<file path="config.mk">
export PLATFORM = sky130hd
export DESIGN_NAME = giat_ctrl
export DESIGN_NICKNAME = d
export VERILOG_FILES = /design/src/design/giat_pkg.sv /design/src/design/giat_ctrl.sv
export VERILOG_INCLUDE_DIRS = /design/src /design/src/design
export SDC_FILE = /design/constraint.sdc
export NUM_CORES = 1
export LEC_CHECK = 0
export BUFFER_PORTS_ARGS = -buffer_cell sky130_fd_sc_hd__buf_2
export CORE_UTILIZATION = 24
export DETAILED_ROUTE_END_ITERATION = 10
export PLACE_DENSITY = 0.51
export SLEW_MARGIN = 15
export SYNTH_ARGS = -nofsm -noshare
export SYNTH_HDL_FRONTEND = slang
export SYNTH_SLANG_ARGS = --single-unit
</file>
<file path="constraint.sdc">
create_clock -name clk -period 1.3 [get_ports clk]
set_input_delay 0.065 -clock clk [delete_from_list [all_inputs] [get_ports clk]]
set_output_delay 0.065 -clock clk [all_outputs]
set_load 0.1 [all_outputs]
</file>
<file path="src/design/assert_macros.svh">
// Assertion macros shared by the aggregation table RTL.
// Included by the modules that carry concurrent checks; no other dependency.
`ifndef ASSERT_MACROS_SVH
`define ASSERT_MACROS_SVH
`ifndef SYNTHESIS
`define ASSERT_CLK(label, clk, rst_n, prop) \
	label: assert property (@(posedge clk) disable iff (!(rst_n)) (prop)) \
		else $error("check failed: %m");
`define ASSERT_NEVER(label, clk, rst_n, expr) \
	label: assert property (@(posedge clk) disable iff (!(rst_n)) !(expr)) \
		else $error("forbidden condition: %m");
`else
`define ASSERT_CLK(label, clk, rst_n, prop)
`define ASSERT_NEVER(label, clk, rst_n, expr)
`endif
`endif

</file>
<file path="src/design/giat_pkg.sv">
// Types and constants of the group aggregation table.
// Used by the controller, the datapath and the top level.
`default_nettype none

package giat_pkg;

	localparam logic signed [63:0] MOST_POS_64 = 64'sh7FFF_FFFF_FFFF_FFFF;
	localparam logic signed [63:0] MOST_NEG_64 = 64'sh8000_0000_0000_0000;

	localparam logic REPLY_READ = 1'b0;
	localparam logic REPLY_DONE = 1'b1;

	typedef enum logic [1:0] {
		CMD_CLEAR  = 2'd0,
		CMD_UPDATE = 2'd1,
		CMD_READ   = 2'd2,
		CMD_NONE   = 2'd3
	} cmd_t;

	typedef enum logic [2:0] {
		ST_INIT,
		ST_IDLE,
		ST_MUL_LOW,
		ST_MUL_CROSS,
		ST_SQUARE,
		ST_WRITE,
		ST_REPLY
	} state_t;

	// One table entry, stored as a single RAM word.
	typedef struct packed {
		logic [63:0]        sum;
		logic [63:0]        squares;
		logic [63:0]        count;
		logic signed [63:0] min_v;
		logic signed [63:0] max_v;
	} entry_t;

	localparam entry_t ENTRY_INIT = '{
		sum:     64'd0,
		squares: 64'd0,
		count:   64'd0,
		min_v:   MOST_POS_64,
		max_v:   MOST_NEG_64
	};

	// Commands from the controller to the datapath.
	typedef struct packed {
		logic init_wr;
		logic accept;
		logic clear_wr;
		logic rd_en;
		logic mul_low;
		logic mul_cross;
		logic sq_en;
		logic upd_wr;
		logic reply_ld;
	} ctl_t;

	// Status from the datapath to the controller.
	typedef struct packed {
		cmd_t cmd_in;
		logic last_q;
		logic init_last;
		logic slot_free;
	} sts_t;

endpackage

`default_nettype wire

</file>
<file path="src/design/giat_ctrl.sv">
// Controller of the aggregation table: sequences the clearing pass, the
// read-modify-write of an update and the reply load. Depends on giat_pkg.
`default_nettype none
`include "assert_macros.svh"

module giat_ctrl (
	input  logic           clk,
	input  logic           arst_n,
	input  logic           req_valid,
	output logic           req_ready,
	input  giat_pkg::sts_t sts,
	output giat_pkg::ctl_t ctl
);

	giat_pkg::state_t state_q;
	giat_pkg::state_t state_d;

	always_ff @(posedge clk or negedge arst_n) begin
		if (!arst_n) begin
			state_q <= giat_pkg::ST_INIT;
		end else begin
			state_q <= state_d;
		end
	end

	always_comb begin
		state_d   = state_q;
		ctl       = '0;
		req_ready = 1'b0;
		unique case (state_q)
			giat_pkg::ST_INIT: begin
				ctl.init_wr = 1'b1;
				if (sts.init_last) begin
					state_d = giat_pkg::ST_IDLE;
				end
			end
			giat_pkg::ST_IDLE: begin
				req_ready = 1'b1;
				if (req_valid) begin
					ctl.accept = 1'b1;
					unique case (sts.cmd_in)
						giat_pkg::CMD_CLEAR: begin
							ctl.clear_wr = 1'b1;
						end
						giat_pkg::CMD_UPDATE: begin
							ctl.rd_en = 1'b1;
							state_d   = giat_pkg::ST_MUL_LOW;
						end
						giat_pkg::CMD_READ: begin
							ctl.rd_en = 1'b1;
							state_d   = giat_pkg::ST_REPLY;
						end
						default: begin
						end
					endcase
				end
			end
			giat_pkg::ST_MUL_LOW: begin
				ctl.mul_low = 1'b1;
				state_d     = giat_pkg::ST_MUL_CROSS;
			end
			giat_pkg::ST_MUL_CROSS: begin
				ctl.mul_cross = 1'b1;
				state_d       = giat_pkg::ST_SQUARE;
			end
			giat_pkg::ST_SQUARE: begin
				ctl.sq_en = 1'b1;
				state_d   = giat_pkg::ST_WRITE;
			end
			giat_pkg::ST_WRITE: begin
				ctl.upd_wr = 1'b1;
				state_d    = sts.last_q ? giat_pkg::ST_REPLY : giat_pkg::ST_IDLE;
			end
			giat_pkg::ST_REPLY: begin
				if (sts.slot_free) begin
					ctl.reply_ld = 1'b1;
					state_d      = giat_pkg::ST_IDLE;
				end
			end
			default: begin
				state_d = giat_pkg::ST_IDLE;
			end
		endcase
	end

	`ASSERT_CLK(a_load_needs_slot, clk, arst_n, ctl.reply_ld |-> sts.slot_free)
	`ASSERT_CLK(a_write_exits, clk, arst_n, state_q == giat_pkg::ST_WRITE |=> (state_q == giat_pkg::ST_REPLY || state_q == giat_pkg::ST_IDLE))
	`ASSERT_NEVER(a_no_accept_in_init, clk, arst_n, ctl.init_wr && ctl.accept)

endmodule

`default_nettype wire
</file>
==> out/results.txt, run 1 <==
Pre-antenna DRT Iters -> 4
Worst path required time -> 1240 ps
Synth Area in Simple Gates -> 34.2%
Netlist Area Pre-Place -> 329 um2
CTS tree -> yes
Synthesis-to-finish area growth -> 150%
First-pass GRT wire length -> 1910 um
Crit path DAT -> 1350 ps
Number of synthesized register bits -> 3
Mux share of post-synthesis cell area -> 0%
Adder-cell share of the synthesized area -> 11.4%
Largest family of logic cells by synthesized area -> simple AND/OR/NAND/NOR gates
RSZ-0062 raised after global routing -> true
Clock Latency Late Sink -> 240 ps
Library cells used by synthesis -> 22
Slew HR -> 83.3%
Final #Nets -> 88
Post-synthesis sequential area ratio -> 22.8%
DRC viols -> 0
Max-cap violations -> 0
Critical path capture point type -> primary output
CP Class -> reg -> out
Crit share post-route -> 109%
Initial antenna violation count -> 0
R2R setup slack -> 0 ps
Status -> finished, violations left
Final setup fails -> 10
Routability cong. -> 0.804
H-tree lvl count -> 1
Startpoint types -> register
Total Routed Length -> 1110 um
Top cells by area, synth -> dfrtp_1, ha_1, nor3b_4
Core outline area -> 1190 um2
Fin crit period -> 1410 ps
Post-synth top area cell -> dfrtp_1
DRT iter0 DRCs -> 11
Hold Vio Cnt, Final -> 0
Min-delay worst type -> in -> reg
Clk slew on worst S/H paths -> 40 ps
Top Registers -> state_q: 3 flops
Compound-Gate Fraction of Synth Area -> 19.0%
Die H -> 39.0 um
Routed Antenna Nets -> 0
Top Ports -> 18
Clock tree buffer depth -> 2
Share of layout cells above drive strength 1 -> 72.4%
Placed cells -> 73
Pre-CTS setup slack -> 48.5 ps
Fillers -> 94
Max-slew violations -> 0
Vias per inst -> 4.87
Top-area cell type share of the netlist area -> 22.8%
Worst slew pin tran -> 249 ps
Vias in the first global route -> 432
Largest net degree at the start of global routing -> 7
Max FO, Critical Path -> 5
Mapped Nets -> 50
Remaining Overflow, GRT -> 0
Warnings, synthesis -> 0
Setup ws final -> -113 ps
Commonest non-fill, non-tap cells in the layout -> buf_4, buf_12, buf_2
F_max -> 0.708 GHz
IO buf count -> 17
DR WL/cell -> 12.3 um
Non-filler cells, final -> 90
Starting density of the core -> 27.7%
Syn avg cell area -> 8.44 um2
Cells after synthesis -> 39
Ant. Diodes -> 0
Die width -> 39.0 um
Row count -> 12
Root buf cell -> clkbuf_4
Biggest register -> state_q
Most common cell after layout, fill and taps aside -> buf_4
Failing checks -> negative setup slack
Vias -> 438
XOR/XNOR share of the synthesized area -> 0%
GRT Overall Usage -> 18.7%
CTS buffer count -> 3
Number of flip-flops in the largest register -> 3
Die area -> 1520 um2
Final clock skew -> 4.47 ps
Final HPWL DP -> 741 um
Clock sink total -> 3
-- kinds of logic after synthesis --
| kind of cell | count (synthesis) |
|---|---|
| and+or+nand+nor | 17 |
| AOI/OAI and AO/OA | 9 |
| buffers and inverters | 7 |
| adders and majority gates | 3 |
| DFF | 3 |
-- worst max-delay path, cell delays in order (launching register included) --
cell and delay (ps):
dfrtp_2 440, nor3b_4 260, and3_4 230, buf_12 170
-- cells in the mapped netlist --
library cell and number:
o211ai_1 1, nor3b_4 1, and3b_2 1, nor3_1 3, and3_2 2, and2_2 1, buf_4 2, inv_1 4
a211oi_1 1, buf_6 1, ha_1 3, nor2_1 3, a22o_2 1, a31oi_1 1, a21oi_1 2, and4bb_1 1
dfrtp_1 3, nand3b_1 1, o21ai_0 1, o21bai_1 1, o32ai_1 1, nand2_1 4
-- per-layer routing --
| metal | vias to the layer above | part of all wire, % | routed length (um) | global-route usage [%] |
|---|---|---|---|---|
| met1 | 201 | 39 | 428 | 22.1 |
| met5 | - | 0 | 0 | 0 |
| met2 | 19 | 54 | 596 | 33.3 |
| li1 | 216 | - | - | - |
| met4 | 0 | 1.8 | 20 | 7.76 |
| met3 | 2 | 5.6 | 62 | 2.31 |
-- per-stage QoR --
step / hold slack, ps / setup TNS [ps] / util (%) / instance area [um2]
3_3_place_gp: -138 / 0 / 53.4 / 633
3_5_place_dp: -137 / 0 / 53.4 / 633
4_1_cts: 84.4 / -650 / 67.5 / 801
6_report: 83.3 / -561 / 69.4 / 823
2_1_floorplan: -231 / -5350 / - / 365
5_1_grt: 92.5 / -1160 / 69.4 / 823
-- path summary, 6_finish.rpt --
path | endpoint | cells past startpoint | start
worst min register to register | state_q[2]$_DFFE_PN0P_ | 3 | state_q[0]$_DFFE_PN0P_
worst max-delay path | ctl[6] | 3 | state_q[1]$_DFFE_PN0P_
max in group asynchronous | state_q[0]$_DFFE_PN0P_ | 2 | arst_n
min in group asynchronous | state_q[1]$_DFFE_PN0P_ | 2 | arst_n
worst max register to register | state_q[0]$_DFFE_PN0P_ | 5 | state_q[0]$_DFFE_PN0P_
worst min-delay path | state_q[1]$_DFFE_PN0P_ | 3 | sts[2]
-- area by class of cell --
cell class	count	area [um2]	share of cell area, %
timing repair buffer	36	403	48.9
multi-input combinational	29	278	33.7
sequential	3	78.8	9.57
clock buffer	4	26.3	3.19
inverter	4	20.0	2.43
tap	14	17.5	2.13
-- repair_timing --
| item | 4_1_cts | 5_1_grt |
|---|---|---|
| endpoints found under the setup margin | 10 | 11 |
| endpoints found under the hold margin | 3 | 0 |
| resized for setup | 18 | 2 |
| buffers inserted | 10 | 2 |
| pin swaps | 5 | 5 |
| hold buffers | 1 | 0 |
Power of run 1 is left out: the tool's default activity adds up to more than one toggle a clock period on the data nets, which glitch-free logic cannot reach.
==> run 2, diff against run 1 <==
==> constraint.sdc (replaced) <==
create_clock -name clk -period 1.3 [get_ports clk]
set_input_delay 0.325 -clock clk [delete_from_list [all_inputs] [get_ports clk]]
set_output_delay 0.325 -clock clk [all_outputs]
set_load 0.1 [all_outputs]
==> out/results.txt, run 2 (same netlist as run 1, synthesis figures left out) <==
Status -> finished, violations left
Failing checks -> negative setup slack
Die width -> 39.0 um (unchanged)
Crit path DAT -> 1320 ps (-30 ps)
Die area -> 1520 um2 (unchanged)
Critical path capture point type -> primary output
Max-cap violations -> 0 (unchanged)
CP Class -> reg -> out
Synthesis-to-finish area growth -> 150% (unchanged)
Vias -> 429 (-2.1%)
Routability cong. -> 0.780 (-2.9%)
Vias per inst -> 4.71 (-3.1%)
Clock Latency Late Sink -> 250 ps (about the same)
Number of flip-flops in the largest register -> 3 (unchanged)
Fillers -> 92 (-2.1%)
DRT iter0 DRCs -> 2 (-9)
Hold Path Cell Cnt -> 3 (unchanged)
Top Ports -> 18 (unchanged)
VDD IR max -> 1.33 mV
Starting density of the core -> 27.7% (unchanged)
Vias in the first global route -> 415 (-3.9%)
Row count -> 12 (unchanged)
Leakage power -> 0.389 nW
Initial antenna violation count -> 0 (unchanged)
Slowest cell delay on critical path -> 430 ps (about the same)
Final setup fails -> 11 (+1)
DRC viols -> 0 (unchanged)
Total power -> 2.30 mW
Clk slew on worst S/H paths -> 40 ps (about the same)
Final #Nets -> 89 (+1.1%)
Root buf cell -> clkbuf_4
DR WL/cell -> 12.6 um (+2.1%)
Routed Antenna Nets -> 0 (unchanged)
Most common cell after layout, fill and taps aside -> buf_4
Min-delay worst type -> in -> reg
Max FO, Critical Path -> 4 (-1)
H-tree lvl count -> 1 (unchanged)
Ant. Diodes -> 0 (unchanged)
Placed Area -> 678 um2 (+7.1%)
CP max-delay cell -> dfrtp_2
Largest net degree at the start of global routing -> 9 (+2)
Startpoint types -> register
RSZ-0062 raised after global routing -> true
Biggest register -> state_q
Fin crit period -> 1640 ps (+227 ps)
CTS buffer count -> 3 (unchanged)
Worst slew pin tran -> 225 ps (-24.1 ps)
Share of layout cells above drive strength 1 -> 72.7% (+0.36 points)
IO buf count -> 17 (unchanged)
CTS tree -> yes
Commonest non-fill, non-tap cells in the layout -> buf_4, buf_12, buf_2
PD cells -> 2790 nW/um2
Buf/Inv on CP -> 1 (unchanged)
Clock sink total -> 3 (unchanged)
Clock tree buffer depth -> 2 (unchanged)
Design area -> 823 um2 (unchanged)
Core outline area -> 1190 um2 (unchanged)
Die H -> 39.0 um (unchanged)
Slew HR -> 84.9% (+1.6 points)
First-pass GRT wire length -> 1700 um (-11%)
GRT Overall Usage -> 17.6% (-1.1 points)
Final HPWL DP -> 787 um (+6.2%)
Cell family with most CP delay -> simple AND/OR/NAND/NOR gates
Top Registers -> state_q: 3 flops
Final Core Density -> 69.4% (unchanged)
F_max -> 0.610 GHz (-14%)
Final setup TNS -> -2920 ps (-2360 ps)
Total Routed Length -> 1140 um (+3.3%)
Crit-path cells -> nor3b_4 -> and3_4 -> buf_12
R2R depth -> 6 (+1)
Remaining Overflow, GRT -> 0 (unchanged)
Final clock skew -> 5.40 ps (+0.930 ps)
Worst path required time -> 980 ps (-260 ps)
Max-slew violations -> 0 (unchanged)
Critical path depth -> 3 (unchanged)
Crit share post-route -> 126% (+17 points)
Hold Vio Cnt, Final -> 0 (unchanged)
Setup ws final -> -340 ps (-227 ps)
Pre-antenna DRT Iters -> 4 (unchanged)
run 2: cell types whose count changed in the layout (fill, tap and decap cells not counted), moves of 2 or more:
| cell | change |
|---|---|
| dfrtp_1 | +2 |
| buf_4 | +5 |
| dfrtp_2 | -2 |
| buf_6 | -4 |
run 2: final cells by class:
cell class	count	area, um2	share of cell area (%)
Inverter	4	17.5	2.13
Multi-Input combinational cell	29	290	35.3
Clock buffer	4	26.3	3.19
Sequential cell	3	76.3	9.27
Timing Repair Buffer	37	395	48.0
Tap cell	14	17.5	2.13
run 2: worst paths after layout:
| kind | from | endpoint | slack, ps |
|---|---|---|---|
| min in group asynchronous | arst_n | state_q[1]$_DFFE_PN0P_ | 400 |
| hold / removal | sts[2] | state_q[1]$_DFFE_PN0P_ | 360 |
| setup / recovery | state_q[2]$_DFFE_PN0P_ | ctl[6] | -340 |
| max in group asynchronous | arst_n | state_q[2]$_DFFE_PN0P_ | 780 |
| setup reg to reg | state_q[0]$_DFFE_PN0P_ | state_q[2]$_DFFE_PN0P_ | -10 |
| hold reg to reg | state_q[2]$_DFFE_PN0P_ | state_q[2]$_DFFE_PN0P_ | 700 |
run 2: what timing repair did:
item / 4_1_cts / 5_1_grt
endpoints found under the setup margin: 10 / 11
buffers inserted: 3 / 4
hold endpoints to repair: 3 / 0
hold buffers: 1 / 0
pin swaps: 4 / 5
gates resized for setup: 8 / 7
run 2: worst min-delay path: stages:
cell      delay [ps]
buf_2            100
nand2_1           60
nand3b_1          80
run 2: report_power, final:
part	total [mW]	switching, mW	internal (mW)
sequential	0.189	0.0525	0.137
clock	0.176	0.0599	0.116
combinational	1.93	1.14	0.798
total	2.30	1.25	1.05
run 2: per-stage QoR:
step	instances	hold WS (ps)	setup slack [ps]
floorplan	39	29.4	-980
global placement	79	123	-113
detailed placement	79	126	-137
CTS	87	342	-367
global route	91	375	-401
finish	91	359	-340
run 2: per-layer routing:
metal	global-route usage, %	up-vias	wire length [um]
met5	0	-	0
met4	7.76	0	0
met3	9.25	0	60
met2	30.0	15	613
met1	17.6	201	469
li1	-	213	-
Power figures use the tool's default switching activity.
